`src/rtl/core/slt_pkg.sv`:
```
// slt_pkg: operation and status codes of the sorted list table.
// No dependencies; imported by slt_seq and sorted_list_table.
`timescale 1ns / 1ps
`default_nettype none

package slt_pkg;

  typedef enum logic [1:0] {
    OP_INSERT = 2'd0,
    OP_SEARCH = 2'd1,
    OP_DELETE = 2'd2
  } op_e;

  typedef enum logic [1:0] {
    ST_DONE   = 2'd0,
    ST_ABSENT = 2'd1,
    ST_FULL   = 2'd2
  } status_e;

endpackage

`default_nettype wire

```
`src/rtl/core/slt_ram.sv`:
```
// slt_ram: entry store, one write port and one read port with registered read data.
// No dependencies.
`timescale 1ns / 1ps
`default_nettype none

module slt_ram #(
  parameter int unsigned DEPTH = 16,
  parameter int unsigned AW    = 4
) (
  input  wire logic          clk_i,
  input  wire logic          we_i,
  input  wire logic [AW-1:0] waddr_i,
  input  wire logic [31:0]   wdata_i,
  input  wire logic [AW-1:0] raddr_i,
  output logic      [31:0]   rdata_o
);

  logic [31:0] mem_q [DEPTH];
  logic [31:0] rdata_q;

  always_ff @(posedge clk_i) begin
    if (we_i) begin
      mem_q[waddr_i] <= wdata_i;
    end
    rdata_q <= mem_q[raddr_i];
  end

  assign rdata_o = rdata_q;

endmodule

`default_nettype wire

```
`src/rtl/core/slt_seq.sv`:
```
// slt_seq: sequencer that walks the entry store one word per cycle through a
// single signed compare unit; holds the entry count. Depends on slt_pkg.
`timescale 1ns / 1ps
`default_nettype none

module slt_seq
  import slt_pkg::*;
#(
  parameter int unsigned CAPACITY = 16,
  parameter int unsigned AW       = 4,
  parameter int unsigned CW       = 5
) (
  input  wire logic                 clk_i,
  input  wire logic                 rst_ni,
  input  wire logic                 req_valid_i,
  output logic                      req_ready_o,
  input  wire logic [1:0]           op_i,
  input  wire logic signed [31:0]   value_i,
  output logic                      res_valid_o,
  input  wire logic                 res_ready_i,
  output status_e                   res_status_o,
  output logic      [CW-1:0]        count_o,
  output logic                      mem_we_o,
  output logic      [AW-1:0]        mem_waddr_o,
  output logic      [31:0]          mem_wdata_o,
  output logic      [AW-1:0]        mem_raddr_o,
  input  wire logic [31:0]          mem_rdata_i
);

  typedef enum logic [4:0] {
    S_IDLE  = 5'b00001,
    S_INS   = 5'b00010,
    S_SCAN  = 5'b00100,
    S_SHIFT = 5'b01000,
    S_FIN   = 5'b10000
  } state_e;

  localparam logic [CW-1:0] CapC = CW'(CAPACITY);
  localparam logic [CW-1:0] OneC = CW'(1);
  localparam logic [CW-1:0] TwoC = CW'(2);

  state_e               state_q, state_d;
  logic    [CW-1:0]     idx_q, idx_d;
  logic    [CW-1:0]     count_q, count_d;
  logic signed [31:0]   val_q, val_d;
  logic                 del_q, del_d;
  status_e              status_q, status_d;
  logic    [CW-1:0]     ridx;
  logic                 lt, eq;

  // shared compare unit
  assign lt = $signed(mem_rdata_i) < val_q;
  assign eq = mem_rdata_i == val_q;

  always_comb begin
    state_d     = state_q;
    idx_d       = idx_q;
    count_d     = count_q;
    val_d       = val_q;
    del_d       = del_q;
    status_d    = status_q;
    ridx        = '0;
    mem_we_o    = 1'b0;
    mem_wdata_o = val_q;
    req_ready_o = 1'b0;
    res_valid_o = 1'b0;
    case (state_q)
      S_IDLE: begin
        req_ready_o = 1'b1;
        if (req_valid_i) begin
          val_d = value_i;
          del_d = (op_i == OP_DELETE);
          case (op_e'(op_i))
            OP_INSERT: begin
              if (count_q == CapC) begin
                status_d = ST_FULL;
                state_d  = S_FIN;
              end else begin
                idx_d   = count_q;
                ridx    = count_q - OneC;
                state_d = S_INS;
              end
            end
            OP_SEARCH, OP_DELETE: begin
              idx_d   = '0;
              state_d = S_SCAN;
            end
            default: begin
              status_d = ST_DONE;
              state_d  = S_FIN;
            end
          endcase
        end
      end
      S_INS: begin
        mem_we_o = 1'b1;
        if (idx_q == '0 || lt) begin
          count_d  = count_q + OneC;
          status_d = ST_DONE;
          state_d  = S_FIN;
        end else begin
          mem_wdata_o = mem_rdata_i;
          idx_d       = idx_q - OneC;
          ridx        = idx_q - TwoC;
        end
      end
      S_SCAN: begin
        if (idx_q == count_q) begin
          status_d = ST_ABSENT;
          state_d  = S_FIN;
        end else if (lt) begin
          idx_d = idx_q + OneC;
          ridx  = idx_q + OneC;
        end else if (!eq) begin
          status_d = ST_ABSENT;
          state_d  = S_FIN;
        end else if (!del_q) begin
          status_d = ST_DONE;
          state_d  = S_FIN;
        end else begin
          ridx    = idx_q + OneC;
          state_d = S_SHIFT;
        end
      end
      S_SHIFT: begin
        if (idx_q + OneC == count_q) begin
          count_d  = count_q - OneC;
          status_d = ST_DONE;
          state_d  = S_FIN;
        end else begin
          mem_we_o    = 1'b1;
          mem_wdata_o = mem_rdata_i;
          idx_d       = idx_q + OneC;
          ridx        = idx_q + TwoC;
        end
      end
      S_FIN: begin
        res_valid_o = 1'b1;
        if (res_ready_i) begin
          state_d = S_IDLE;
        end
      end
      default: begin
        state_d = S_IDLE;
      end
    endcase
  end

  assign mem_waddr_o  = idx_q[AW-1:0];
  assign mem_raddr_o  = ridx[AW-1:0];
  assign res_status_o = status_q;
  assign count_o      = count_q;

  always_ff @(posedge clk_i or negedge rst_ni) begin
    if (!rst_ni) begin
      state_q <= S_IDLE;
      count_q <= '0;
    end else begin
      state_q <= state_d;
      count_q <= count_d;
    end
  end

  always_ff @(posedge clk_i) begin
    idx_q    <= idx_d;
    val_q    <= val_d;
    del_q    <= del_d;
    status_q <= status_d;
  end

endmodule

`default_nettype wire

```
`src/rtl/core/sorted_list_table.sv`:
```
// sorted_list_table: ascending table of signed 32-bit words with insert, search, delete.
// One word in flight; one entry read per cycle while the table is walked. A full insert or an
// unused op finishes without a walk. The next word is taken only after the result has passed
// into the output register.
// Reset clears the count and control; entry contents stay undefined, no clearing pass.
`timescale 1ns / 1ps
`default_nettype none

module sorted_list_table
  import slt_pkg::*;
#(
  parameter int unsigned CAPACITY = 16
) (
  input  wire logic               clk_i,
  input  wire logic               rst_ni,
  input  wire logic               in_valid_i,
  output logic                    in_ready_o,
  input  wire logic [1:0]         op_i,
  input  wire logic signed [31:0] value_i,
  output logic                    out_valid_o,
  input  wire logic               out_ready_i,
  output logic      [1:0]         status_o,
  output logic      [4:0]         entry_count_o
);

  localparam int unsigned AW = (CAPACITY > 1) ? $clog2(CAPACITY) : 1;
  localparam int unsigned CW = $clog2(CAPACITY + 1);

  logic          res_valid, res_ready;
  status_e       res_status;
  logic [CW-1:0] res_count;
  logic          mem_we;
  logic [AW-1:0] mem_waddr, mem_raddr;
  logic [31:0]   mem_wdata, mem_rdata;

  logic          out_valid_q;
  status_e       out_status_q;
  logic [CW-1:0] out_count_q;
  logic [CW+4:0] count_ext;

  slt_seq #(
    .CAPACITY(CAPACITY),
    .AW      (AW),
    .CW      (CW)
  ) u_seq (
    .clk_i       (clk_i),
    .rst_ni      (rst_ni),
    .req_valid_i (in_valid_i),
    .req_ready_o (in_ready_o),
    .op_i        (op_i),
    .value_i     (value_i),
    .res_valid_o (res_valid),
    .res_ready_i (res_ready),
    .res_status_o(res_status),
    .count_o     (res_count),
    .mem_we_o    (mem_we),
    .mem_waddr_o (mem_waddr),
    .mem_wdata_o (mem_wdata),
    .mem_raddr_o (mem_raddr),
    .mem_rdata_i (mem_rdata)
  );

  slt_ram #(
    .DEPTH(CAPACITY),
    .AW   (AW)
  ) u_ram (
    .clk_i  (clk_i),
    .we_i   (mem_we),
    .waddr_i(mem_waddr),
    .wdata_i(mem_wdata),
    .raddr_i(mem_raddr),
    .rdata_o(mem_rdata)
  );

  assign res_ready = !out_valid_q || out_ready_i;

  always_ff @(posedge clk_i or negedge rst_ni) begin
    if (!rst_ni) begin
      out_valid_q <= 1'b0;
    end else if (res_valid && res_ready) begin
      out_valid_q <= 1'b1;
    end else if (out_ready_i) begin
      out_valid_q <= 1'b0;
    end
  end

  always_ff @(posedge clk_i) begin
    if (res_valid && res_ready) begin
      out_status_q <= res_status;
      out_count_q  <= res_count;
    end
  end

  assign count_ext     = (CW + 5)'(out_count_q);
  assign out_valid_o   = out_valid_q;
  assign status_o      = out_status_q;
  assign entry_count_o = count_ext[4:0];

  a_count_bound: assert property (@(posedge clk_i) disable iff (!rst_ni)
    res_count <= CW'(CAPACITY))
    else $error("entry count beyond capacity");

  a_idle_no_result: assert property (@(posedge clk_i) disable iff (!rst_ni)
    in_ready_o |-> !res_valid)
    else $error("result pending while sequencer idle");

  a_busy_after_accept: assert property (@(posedge clk_i) disable iff (!rst_ni)
    (in_valid_i && in_ready_o) |=> !in_ready_o)
    else $error("word accepted while previous one in flight");

  a_full_count: assert property (@(posedge clk_i) disable iff (!rst_ni)
    (out_valid_q && out_status_q == ST_FULL) |-> out_count_q == CW'(CAPACITY))
    else $error("full status without full table");

endmodule

`default_nettype wire
```
`config.mk`:
```
export PLATFORM = sky130hd
export DESIGN_NAME = sorted_list_table
export DESIGN_NICKNAME = d
export VERILOG_FILES = /design/src/rtl/core/slt_pkg.sv /design/src/rtl/core/slt_ram.sv /design/src/rtl/core/slt_seq.sv /design/src/rtl/core/sorted_list_table.sv
export SDC_FILE = /design/constraint.sdc
export NUM_CORES = 1
export LEC_CHECK = 0
export BUFFER_PORTS_ARGS = -buffer_cell sky130_fd_sc_hd__buf_2
export CAP_MARGIN = 20
export CORE_ASPECT_RATIO = 0.5
export CORE_MARGIN = 4
export CORE_UTILIZATION = 44
export CTS_CLUSTER_DIAMETER = 50
export DETAILED_ROUTE_END_ITERATION = 7
export SYNTH_ARGS = -nofsm -noshare
export SYNTH_HDL_FRONTEND = slang
export SYNTH_SLANG_ARGS = --single-unit
```
`constraint.sdc`:
```
create_clock -name clk_i -period 8.9 [get_ports clk_i]
set_input_delay 0 -clock clk_i [delete_from_list [all_inputs] [get_ports clk_i]]
set_output_delay 0 -clock clk_i [all_outputs]
set_load 0.02 [all_outputs]
```
Word-level counts from Yosys, hierarchy flattened. Memories as Yosys holds them, arrays and structs flattened. A register that Yosys moved wholly into a read port is not among the register bits. Cells that the tools add are included.

Flip-flop bits (word level): 58. Bits in latches: 0. Memories: 1. Input port bits: 38. Logic and storage cells: 110. Bits in read-only memories: 0. Output and inout port bits: 9. RAM bits: 512.

Equality and inequality tests: 25. Magnitude comparators: 1. Bitwise operators: 0. Mux-type cells: 53. Shift-type cells: 0. Reductions and logical operators: 15. $mul: 0. Add/sub/neg operators: 6. Divide/modulo/power cells: 0.

Memory list: u_ram.mem_q (depth 16, bits a word 32, rd ports 1, clocked after memory_dff 1, write ports 1, line slt_ram.sv:18) `logic [31:0] mem_q [DEPTH];`.

Operators with widths (count): $mux 5 (17); $mux 32 (2); $pmux 32 s2 (1); $mux 4 (9); $eq 32x32->1 (1); $lt 32x32->1 (1); $pmux 5 s2 (3); $pmux 5 s5 (1); $pmux 5 s4 (1); $mux 2 (8); $pmux 4 s4 (1); $reduce_and 8->1 (2); $ne 2x2->1 const B (6); $add 5x1->5 const B (2); $eq 5x5->1 (2); $eq 5x5->1 const B (2); $sub 5x1->5 const B (2); $ne 3x3->1 const B (3); $pmux 2 s4 (1); $mux 1 (7); $ne 2x1->1 const B (3); $eq 5x1->1 const B (1); $eq 5x2->1 const B (1); $eq 5x3->1 const B (1); 20 further kinds (22).

Depth between registers and ports, before layout. Gate-level depths: netlist of the first run.

Word-level depth: 6. Gate-level depth with buffers: 17.

Modules after synthesis. A second synthesis of the first run with hierarchy kept.

Cells, all modules: 1219. Area total of the unflattened synthesis: 24071.8 µm².

Modules (own cells, without submodules): slt_ram (instances 1, cells an instance 838, area an instance 19835.3 µm²); slt_seq (instances 1, cells an instance 370, area an instance 3972.6 µm²); sorted_list_table (instances 1, cells an instance 11, area an instance 264.0 µm²).

Least setup slack after synthesis of the first run. OpenSTA, ideal clock, no wires.

Path kind: flip-flop to flip-flop. Start point: reg u_seq.idx_q[0]. End point: mem u_ram.mem_q[15][0], enable pin. Path slack: 5152 ps. Path buffers: 1. Clock period less this slack: 3748 ps. Data arrival time: 3323 ps. Cell stages (with the launch flop): 9. Library setup time: 425 ps. Data required time: 8475 ps. Cells stage by stage: edfxtp_1 > clkbuf_1 > inv_1 > ha_1 > xnor2_1 > and3_1 > a31oi_1 > or2_2 > nor2b_1.

Cells in the longest elaborated chain, start to end: 6.

Ends and longest elaborated chain: start: declaration (line slt_seq.sv:43) `logic [CW-1:0] idx_q, idx_d;`; start signal: assignment (line slt_seq.sv:165) `idx_q <= idx_d;`; $add 5x1->5 (line slt_seq.sv:126) `if (idx_q + OneC == count_q) begin`; $eq 5x5->1 (line slt_seq.sv:126); $mux 1 (line slt_seq.sv:126); $pmux 1 s2 (line slt_seq.sv:67) `case (state_q)`; $mux 1 (line slt_ram.sv:22) `if (we_i) begin`; $mux 1 (implied by the code) (line slt_ram.sv:23) `mem_q[waddr_i] <= wdata_i;`; end: declaration (line slt_ram.sv:18).

Parallel ways exist; a longest one is shown, timed or not.

Final worst setup path of the first run.
Start point: reg u_seq.val_q[31]. End point: reg u_ram.rdata_q[7] (netlist: u_ram.rdata_o[7]) (read register of u_ram.mem_q).

Cells in the longest elaborated chain, start to end: 5.

Ends and longest elaborated chain: start: declaration (line slt_seq.sv:45) `logic signed [31:0] val_q, val_d;`; start signal: assignment (line slt_seq.sv:166) `val_q <= val_d;`; branches (longest 4 deep; another with $lt 32x32->1); $pmux 4 s4 * (line slt_seq.sv:67); end: declaration (line slt_ram.sv:19) `logic [31:0] rdata_q;`.

Every way passes the cells marked *. A chain may end at the register's enable or synchronous reset.

==> results_dict.tcl, run 1 <==
set metrics [dict create \
    status "completed" \
    numCtsBuffers 54 \
    core_mm2 0.0544 \
    synth-async-reset-ratio_pct 1.83 \
    grt_max_degree 137 \
    grt_pass1_vias 13800 \
    synth_ff_type "edfxtp_1" \
    drv_slew 0 \
    num_rows 60 \
    start_util_pct 45.0 \
    clock_latency_ns 0.59 \
    htreeDepth 2 \
    setup_tns_ns 0 \
    synth_seq_cells 602 \
    overflow 0 \
    crit_buf_inv 3 \
    hold_path.class "primary input to flop" \
    crit_type "flop to flop" \
    synth.area.top_cells "edfxtp_1 (69%), mux2i_1 (8.0%), nand2_1 (3.0%), dfxtp_1 (2.6%), a32o_1 (2.5%)" \
    cpMaxStageDelayCell "nor4_1" \
    layout.cells.non_filler 2451 \
    dr_total_vias 14000 \
    crit_arrival_ns 6.00 \
    dieHeight_um 175 \
    portBuffers 46 \
    layout_common_cells "edfxtp_1 (559), nand2_1 (197), mux2i_1 (195), a221oi_1 (63), a32o_1 (62)" \
    grt_antenna_before_repair 0 \
    hpwl_mm 30.6 \
    critPathRequiredTime_ns 9.38 \
    cts_tree "built" \
    io_pins 47 \
    clockBufferDepth 3 \
    ctsResizeCount 0 \
    cp_slowest_stage_delay_ns 0.97 \
    timing.slew.headroom_pct 27.4 \
    final_nets 1745 \
    drt-initial-drc-count 1266 \
    first_pass_iters 5 \
    clk_pin_slew_worst_paths_ns 0.06 \
    grt_pass1_wl_mm 88.0 \
    worst_pin_slew_ns 1.08 \
    drt_drc_violations_left 0 \
    timing.fmax_mhz 181 \
    drive_gt1_share_pct 14.3 \
    syn_to_final_growth_pct 14.3 \
    vdd_drop_max_mv 0.155 \
    min_period_ns 5.52 \
    final.period_utilization_pct 62.0 \
    final_common_cell "edfxtp_1" \
    hold_viol_final 0 \
    routedWlPerCell_um 24.3 \
    maxCapViolCount 0 \
    crit_fanout 136 \
    wl_mm 59.5 \
    cp-end-kind "flop" \
    netlist_area_mm2 0.0245 \
    yosys_warnings 0 \
    syn_nets 1624 \
    ant_nets 0 \
    ys_seq_area_share_pct 72.4 \
    gp_congestion 0.858 \
    vias_per_cell 5.71 \
    synth_cells 1541 \
    place_inst 2310 \
    cts_setup_buffers 0 \
    p_leak_uw 0.00921 \
    yosysTopAreaCellShare_pct 68.6 \
    rsz0062_at_grt "false" \
    cp_top_family "compound AO/OA/AOI/OAI gates" \
    cp-start-kind "flop" \
    setup_violations 0 \
    die_x_um 341 \
    avgSynthCellArea_um2 15.9 \
    grt_usage_pct 19.6 \
    antenna_cells 0 \
    synth_edf_count 559 \
    power.density_mw_per_mm2 271 \
    root_buffer "clkbuf_16" \
    clock_skew_ns 0.0153 \
    cp_cell_sequence "inv_1 -> ha_1 -> nand4_1 -> nor4_1 -> o31a_1 -> o31ai_1 -> a211oi_4 -> buf_4 -> a211o_4 -> buf_12 -> mux2i_1 -> a32o_1 -> a221oi_1 -> mux2_2" \
    die_area_mm2 0.0597 \
    ys_types 61 \
    clkSinkCount 602 \
    synth_area_leader_cell "edfxtp_1" \
]
[worst register-to-register path, stage by stage (launching register included)]
cell and delay (ns):
edfxtp_1 0.32, inv_1 0.05, ha_1 0.32, nand4_1 0.22, nor4_1 0.97, o31a_1 0.28
o31ai_1 0.16, a211oi_4 0.31, buf_4 0.41, a211o_4 0.65, buf_12 0.70, mux2i_1 0.48
a32o_1 0.17, a221oi_1 0.06, mux2_2 0.32
[flip-flops by register name, indices dropped and copies added (netlist names), 2 cells and up]
register,count
u_ram.mem_q,512
u_ram.rdata_o,32
u_seq.val_q,32
entry_count_o,5
u_seq.count_o,5
u_seq.idx_q,5
u_seq.state_q,5
status_o,2
u_seq.res_status_o,2
[stage by stage]
stage	hold slack [ns]	area (um2)	utilization (%)	total power (uW)	setup slack [ns]
after floorplan	-0.296	24500	-	4750	5.15
after global placement	-0.124	25800	47.4	5230	3.70
after detailed placement	-0.115	25800	47.5	5270	3.50
after CTS	0.0824	28000	51.5	7630	3.47
after global routing	0.103	28000	51.5	7930	3.12
final	0.120	28000	51.5	7580	3.38
[synthesized netlist by cell type, types with 8 or more instances]
| cell | instances |
|---|---|
| edfxtp_1 | 559 |
| nand2_1 | 197 |
| mux2i_1 | 195 |
| a221oi_1 | 63 |
| a32o_1 | 62 |
| ha_1 | 45 |
| inv_1 | 45 |
| nor2_1 | 39 |
| o21ai_0 | 39 |
| clkbuf_1 | 32 |
| dfxtp_1 | 32 |
| mux2_2 | 32 |
| a21oi_1 | 25 |
| buf_2 | 19 |
| buf_4 | 17 |
| nand3_1 | 12 |
| nand4_1 | 12 |
| dfrtp_1 | 10 |
| xnor2_1 | 10 |
| xor2_1 | 9 |
| buf_6 | 8 |
| nor3_1 | 8 |
[layer usage]
metal	wire, um	part of all wire [%]	up-vias	global-route usage (%)
met1	26600	45	7163	28.7
met5	0	0	-	0
li1	-	-	6248	-
met4	1110	1.9	0	4.24
met3	4260	7.2	98	3.05
met2	27500	46	494	31.3
[where the power goes]
part	leakage, uW	switching (uW)	total, uW	internal [uW]
sequential	0.00546	122	3550	3420
clock	0.000862	995	2340	1340
combinational	0.00289	1050	1700	649
total	0.00921	2170	7580	5420
[cell type report]
class                           count  area, um2
Fill cell                        4426      26400
Sequential cell                   602      17700
Multi-Input combinational cell    815       6320
Clock buffer                       79       1500
Timing Repair Buffer              144       1070
Tap cell                          744        931
Clock inverter                     22        277
Inverter                           45        169
[logic make-up (layout without fill, tap and decap cells)]
group	after synthesis	after routing	share of synthesized area, %
muxes	227	227	9.45
and+or+nand+nor	300	300	5.27
xor gates and xnor gates	19	19	0.680
DFF	602	602	72.4
adders and majority gates	45	45	2.30
AOI/OAI and AO/OA	224	224	7.41
buffers and inverters	124	290	2.51
[final timing paths]
path	from	endpoint	slack, ns	cells past startpoint
max in group asynchronous	rst_ni	u_seq.state_q[2]$_DFFE_PN0P_	7.49	4
max	u_seq.val_q[31]$_DFFE_PP_	u_ram.rdata_o[7]$_DFF_P_	3.38	14
min in group asynchronous	rst_ni	u_seq.state_q[0]$_DFFE_PN1P_	0.50	3
min	value_i[13]	u_seq.val_q[13]$_DFFE_PP_	0.12	2
max reg2reg	u_seq.val_q[31]$_DFFE_PP_	u_ram.rdata_o[7]$_DFF_P_	3.38	14
min reg2reg	u_seq.res_status_o[0]$_DFFE_PP_	status_o[0]$_DFFE_PP_	0.43	0
[repair_timing]
action / in CTS / in global routing
hold buffers: 40 / 0
endpoints found under the setup margin: 0 / 0
endpoints found under the hold margin: 49 / 0
(Power assumes the default switching activity.)
==> run 2, diff against run 1 <==
Settings changed: ABC_AREA from default to 1.
Clock period 8.9 ns to 5.5 ns, I/O delays scaled along.
==> run 2 against run 1 <==
Sequential power rose by 63%. Synthesized cell count rose by 66%. Final cell count rose by 43%. Critical path type unchanged.
==> results_dict.tcl, run 2 <==
set metrics [dict create \
    grt_max_degree 189 \
    p_leak_uw 0.0125 \
    die_area_mm2 0.0658 \
    io_pins 47 \
    synth_cells 2559 \
    largest_reg_flops 512 \
    crit_top_cell "nand3_1" \
    fin_util_pct 51.3 \
    clk_pin_slew_worst_paths_ns 0.07 \
    synth_ff_type "edfxtp_1" \
    clkSinkCount 602 \
    portBuffers 46 \
    cp_top_family "simple AND/OR/NAND/NOR gates" \
    drive_gt1_share_pct 9.28 \
    setup_violations 0 \
    htreeDepth 2 \
    cp_cell_sequence "inv_1 -> ha_1 -> nand2_1 -> nor2_1 -> nand4_1 -> nor4_1 -> nand2_1 -> nand3_1 -> nand3_1 -> o211ai_1 -> buf_4 -> nand3_1 -> nand3_1 -> nand2_1" \
    hold_viol_final 0 \
    synth_area_leader_cell "edfxtp_1" \
    cts_tree "built" \
    core_mm2 0.0601 \
    routedWlPerCell_um 20.2 \
    grt_antenna_before_repair 0 \
    cts_setup_buffers 0 \
    dr_total_vias 18600 \
    first_pass_iters 5 \
    ctsResizeCount 0 \
    gp_congestion 0.853 \
    dieHeight_um 183 \
    synthTopCellsByCount "nand3_1 (593), edfxtp_1 (559), nand2_1 (461)" \
    hold_buffers 40 \
    ys_seq_area_share_pct 65.4 \
    vdd_drop_max_mv 0.286 \
    timing.slew.headroom_pct 22.4 \
    yosysTopAreaCellShare_pct 62.0 \
    num_rows 63 \
    vias_per_cell 5.32 \
    overflow 0 \
    numCtsBuffers 55 \
    yosysMostFrequentCell "nand3_1" \
    final_common_cell "nand3_1" \
    drt_drc_violations_left 0 \
    crit_type "flop to flop" \
    drv_slew 0 \
    critPathRequiredTime_ns 6.01 \
    status "completed" \
    timing.fmax_mhz 216 \
    largest_register "u_ram.mem_q" \
    ys_types 43 \
    setup_tns_ns 0 \
    antenna_cells 0 \
    ant_nets 0 \
    netlist_area_mm2 0.0271 \
    wl_mm 70.7 \
    cpMaxStageDelayCell "buf_4" \
    maxCapViolCount 0 \
    final_nets 2720 \
    final.period_utilization_pct 84.1 \
    clock_skew_ns 0.0338 \
    grt_usage_pct 21.4 \
    min_period_ns 4.63 \
    hpwl_mm 36.5 \
    power.density_mw_per_mm2 420 \
    layout_common_cells "nand3_1 (591), edfxtp_1 (559), nand2_1 (461), inv_1 (441), nand3b_1 (97)" \
    crit_buf_inv 2 \
    yosys_warnings 0 \
    drt-initial-drc-count 1792 \
    die_x_um 359 \
    syn_to_final_growth_pct 13.7 \
    cp-end-kind "flop" \
    avgSynthCellArea_um2 10.6 \
    crit_arrival_ns 5.13 \
    synth_edf_count 559 \
    grt_pass1_vias 17700 \
    rsz0062_at_grt "false" \
    start_util_pct 45.1 \
    synth-async-reset-ratio_pct 1.83 \
    root_buffer "clkbuf_16" \
    cp_slowest_stage_delay_ns 0.91 \
    cp-start-kind "flop" \
    synth_seq_cells 602 \
    clockBufferDepth 3 \
    p_total_uw 12900 \
    syn_nets 2642 \
    worst_pin_slew_ns 1.16 \
    hold_path.class "primary input to flop" \
    crit_fanout 64 \
    clock_latency_ns 0.62 \
    synth.area.top_cells "edfxtp_1 (62%), nand3_1 (11%), nand2_1 (6.4%), inv_1 (6.1%), nand3b_1 (2.7%)" \
    grt_pass1_wl_mm 109 \
]
run 2: cell types whose count changed after synthesis, sizes merged, moves of 7 or more:
| cell | delta |
|---|---|
| nand3b | +92 |
| nor2 | +15 |
| mux2 | -31 |
| nand2 | +267 |
| buf | +78 |
| nand3 | +581 |
| mux2i | -195 |
| a32o | -62 |
| inv | +402 |
| a221oi | -64 |
| clkbuf | -17 |
| a21oi | -7 |
run 2: layer usage:
metal / up-vias / track usage [%] / share of wire, %
li1: 8760 / - / -
met2: 678 / 33.7 / 45
met5: - / 0 / 0
met4: 0 / 5.57 / 2.3
met1: 9028 / 31.1 / 45
met3: 116 / 3.52 / 7.7
run 2: cell families after synthesis:
kind of cell / after synthesis / synth area share (%)
and+or+nand+nor: 1229 / 21.5
DFF: 602 / 65.4
buffers and inverters: 587 / 8.81
AOI/OAI and AO/OA: 81 / 1.72
adders and majority gates: 45 / 2.08
xor gates and xnor gates: 14 / 0.453
muxes: 1 / 0.0416
run 2: area by class of cell:
cell class,instances,area (um2)
Clock buffer,77,1560
Sequential cell,602,17700
Multi-Input combinational cell,1370,7170
Timing Repair Buffer,161,1310
Clock inverter,27,355
Tap cell,812,1020
Inverter,447,1680
Fill cell,5303,29300
run 2: worst paths after layout:
path / end / from / slack, ns / depth (start not counted)
max: u_ram.rdata_o[3]$_DFF_P_ / u_seq.val_q[31]$_DFFE_PP_ / 0.87 / 14
min reg2reg: status_o[1]$_DFFE_PP_ / u_seq.res_status_o[1]$_DFFE_PP_ / 0.43 / 0
min: u_seq.val_q[1]$_DFFE_PP_ / value_i[1] / 0.09 / 2
max in group asynchronous: u_seq.count_o[4]$_DFFE_PN0P_ / rst_ni / 4.15 / 4
min in group asynchronous: u_seq.state_q[0]$_DFFE_PN1P_ / rst_ni / 0.42 / 3
max reg2reg: u_ram.rdata_o[3]$_DFF_P_ / u_seq.val_q[31]$_DFFE_PP_ / 0.87 / 14
run 2: power by group:
group | leakage [uW] | switching [uW] | internal [uW]
registers | 0.00546 | 213 | 5590
logic | 0.00612 | 2090 | 952
clock network | 0.000943 | 1730 | 2360
total | 0.0125 | 4030 | 8900
run 2: metrics by stage:
stage	setup WS [ns]	cells	instance area (um2)	hold slack, ns
after detailed placement	1.14	3351	28500	-0.107
final	0.873	3496	30800	0.0930
after global routing	0.800	3496	30800	0.0830
after floorplan	2.02	2559	27100	-0.296
after CTS	1.12	3495	30800	0.0613
after global placement	1.06	3350	28400	-0.111
==> run 3, diff against run 2 <==
Settings changed: ABC_AREA 1 to 0.
Clock period 5.5 ns to 4.3 ns, I/O delays scaled along.
==> run 3 against run 2 <==
Sequential power rose by 27%. Routed wire length fell by 16%. Sequential share of layout area increased by 4.4 points. Die area fell by 9.4%. Non-clock buffer count up 22. First-iteration DRC count down 24%. Cell area fell by 7.1%. Register-to-register slack got worse by 0.66 ns. Via count decreased by 24%. Largest cell class unchanged. Maximum frequency grew 13%.
==> results_dict.tcl, run 3 (synthesis gave the netlist of run 1 again) <==
set metrics [dict create \
    grt_pass1_wl_mm 88.8 \
    overflow 0 \
    htreeDepth 2 \
    worst_pin_slew_ns 0.721 \
    status "completed" \
    critPathRequiredTime_ns 4.83 \
    crit_arrival_ns 4.62 \
    cp_cell_sequence "inv_1 -> ha_1 -> nand4_1 -> nor3_1 -> a221oi_1 -> and3b_1 -> o31ai_2 -> a211oi_4 -> a211oi_4 -> buf_12 -> nand2_1 -> a32o_1 -> a221oi_1 -> mux2_2" \
    syn_to_final_growth_pct 16.9 \
    num_rows 60 \
    cp_slowest_stage_delay_ns 0.46 \
    final.period_utilization_pct 95.0 \
    p_leak_uw 0.00951 \
    post-place-ws_ns -0.00864 \
    clock_skew_ns 0.0272 \
    place_inst 2349 \
    clkSinkCount 602 \
    clk_pin_slew_worst_paths_ns 0.06 \
    dr_total_vias 14100 \
    ant_nets 0 \
    crit_fanout 38 \
    power.density_mw_per_mm2 554 \
    drive_gt1_share_pct 16.8 \
    vias_per_cell 5.67 \
    hold_viol_final 0 \
    cts_tree "built" \
    clock_latency_ns 0.59 \
    die_area_mm2 0.0597 \
    hpwl_mm 33.7 \
    cts_setup_buffers 0 \
    crit_buf_inv 2 \
    crit_type "flop to flop" \
    wl_mm 59.7 \
    grt_pass1_vias 14200 \
    drv_slew 0 \
    final_common_cell "edfxtp_1" \
    grt_max_degree 54 \
    root_buffer "clkbuf_16" \
    largest_reg_flops 512 \
    maxCapViolCount 0 \
    fill_cells 4403 \
    rsz0062_at_grt "false" \
    setup_violations 0 \
    vdd_drop_max_mv 0.363 \
    io_pins 47 \
    grt_usage_pct 19.7 \
    clockBufferDepth 3 \
    final_nets 1785 \
    antenna_cells 0 \
    portBuffers 46 \
    grt_antenna_before_repair 0 \
    finalWorstSetupSlack_ns 0.216 \
    gp_congestion 0.823 \
    place_area_mm2 0.0264 \
    timing.slew.headroom_pct 51.8 \
    die_x_um 341 \
    start_util_pct 45.0 \
    cp_top_family "compound AO/OA/AOI/OAI gates" \
    layout_common_cells "edfxtp_1 (559), nand2_1 (197), mux2i_1 (195), buf_4 (70), a221oi_1 (63)" \
    cp-end-kind "flop" \
    design_area_mm2 0.0286 \
    timing.fmax_mhz 245 \
    cpMaxStageDelayCell "a211oi_4" \
    drt-initial-drc-count 1353 \
    drt_drc_violations_left 0 \
    dieHeight_um 175 \
    first_pass_iters 5 \
    numCtsBuffers 55 \
    largest_register "u_ram.mem_q" \
    hold_path.class "primary input to flop" \
    fin_util_pct 52.6 \
    whs_ns 0.122 \
    cp-start-kind "flop" \
    min_period_ns 4.08 \
    core_mm2 0.0544 \
    routedWlPerCell_um 24.0 \
    layout.cells.non_filler 2490 \
]
[run 3: cell types whose count changed in the layout (fill, tap and decap cells not counted), moves of 18 or more]
cell	change
mux2_2	+31
mux2i_1	+195
a32o_1	+62
nand3b_1	-92
a221oi_1	+63
nand2_1	-264
inv_1	-397
buf_12	+18
nand3_1	-579
[run 3: worst paths after layout]
check,startpoint,endpoint,slack (ns),cells past startpoint
worst max-delay path,u_seq.val_q[23]$_DFFE_PP_,u_ram.rdata_o[8]$_DFF_P_,0.22,14
worst min-delay path,value_i[9],u_seq.val_q[9]$_DFFE_PP_,0.12,2
worst max register to register,u_seq.val_q[23]$_DFFE_PP_,u_ram.rdata_o[8]$_DFF_P_,0.22,14
worst min register to register,u_seq.res_status_o[0]$_DFFE_PP_,status_o[0]$_DFFE_PP_,0.43,0
max in group asynchronous,rst_ni,u_seq.state_q[1]$_DFFE_PN0P_,2.96,4
min in group asynchronous,rst_ni,u_seq.state_q[0]$_DFFE_PN1P_,0.44,3
[run 3: worst reg2reg max path, stage by stage (launching register included)]
cell	delay, ns
edfxtp_1	0.39
inv_1	0.10
ha_1	0.32
nand4_1	0.28
nor3_1	0.24
a221oi_1	0.13
and3b_1	0.30
o31ai_2	0.38
a211oi_4	0.16
a211oi_4	0.46
buf_12	0.33
nand2_1	0.12
a32o_1	0.27
a221oi_1	0.31
mux2_2	0.23
[run 3: stage by stage]
stage	TNS [ns]	power, uW
2_1_floorplan	0	9830
3_3_place_gp	0	11100
3_5_place_dp	-0.00864	11100
4_1_cts	0	15900
5_1_grt	0	16600
6_report	0	15800
[run 3: report_power, final]
part / switching [uW] / internal, uW
clock network: 2090 / 2630
logic: 2230 / 1540
registers: 266 / 7090
total: 4590 / 11300
[run 3: cell type report]
cell class | instances | area, um2 | share of cell area [%]
Sequential cell | 602 | 17700 | 61.9
Multi-Input combinational cell | 815 | 6360 | 22.2
Timing Repair Buffer | 183 | 1700 | 5.93
Clock buffer | 81 | 1560 | 5.44
Tap cell | 744 | 931 | 3.26
Clock inverter | 20 | 181 | 0.634
Inverter | 45 | 169 | 0.591
[run 3: repair_timing]
item                                    in CTS  in global routing
hold buffers                                40                  0
gates cloned                                 0                  0
endpoints found under the setup margin       6                 25
hold endpoints to repair                    49                  0
gates resized for setup                      2                  5
[run 3: routing by layer]
layer / GRT usage [%] / wire length, um / vias to the layer above / share of wire (%)
met3: 3.23 / 3960 / 92 / 6.6
met2: 31.7 / 27700 / 479 / 46
met5: 0 / 0 / - / 0
met1: 28.4 / 27000 / 7202 / 45
met4: 4.19 / 1140 / 0 / 1.9
li1: - / - / 6334 / -
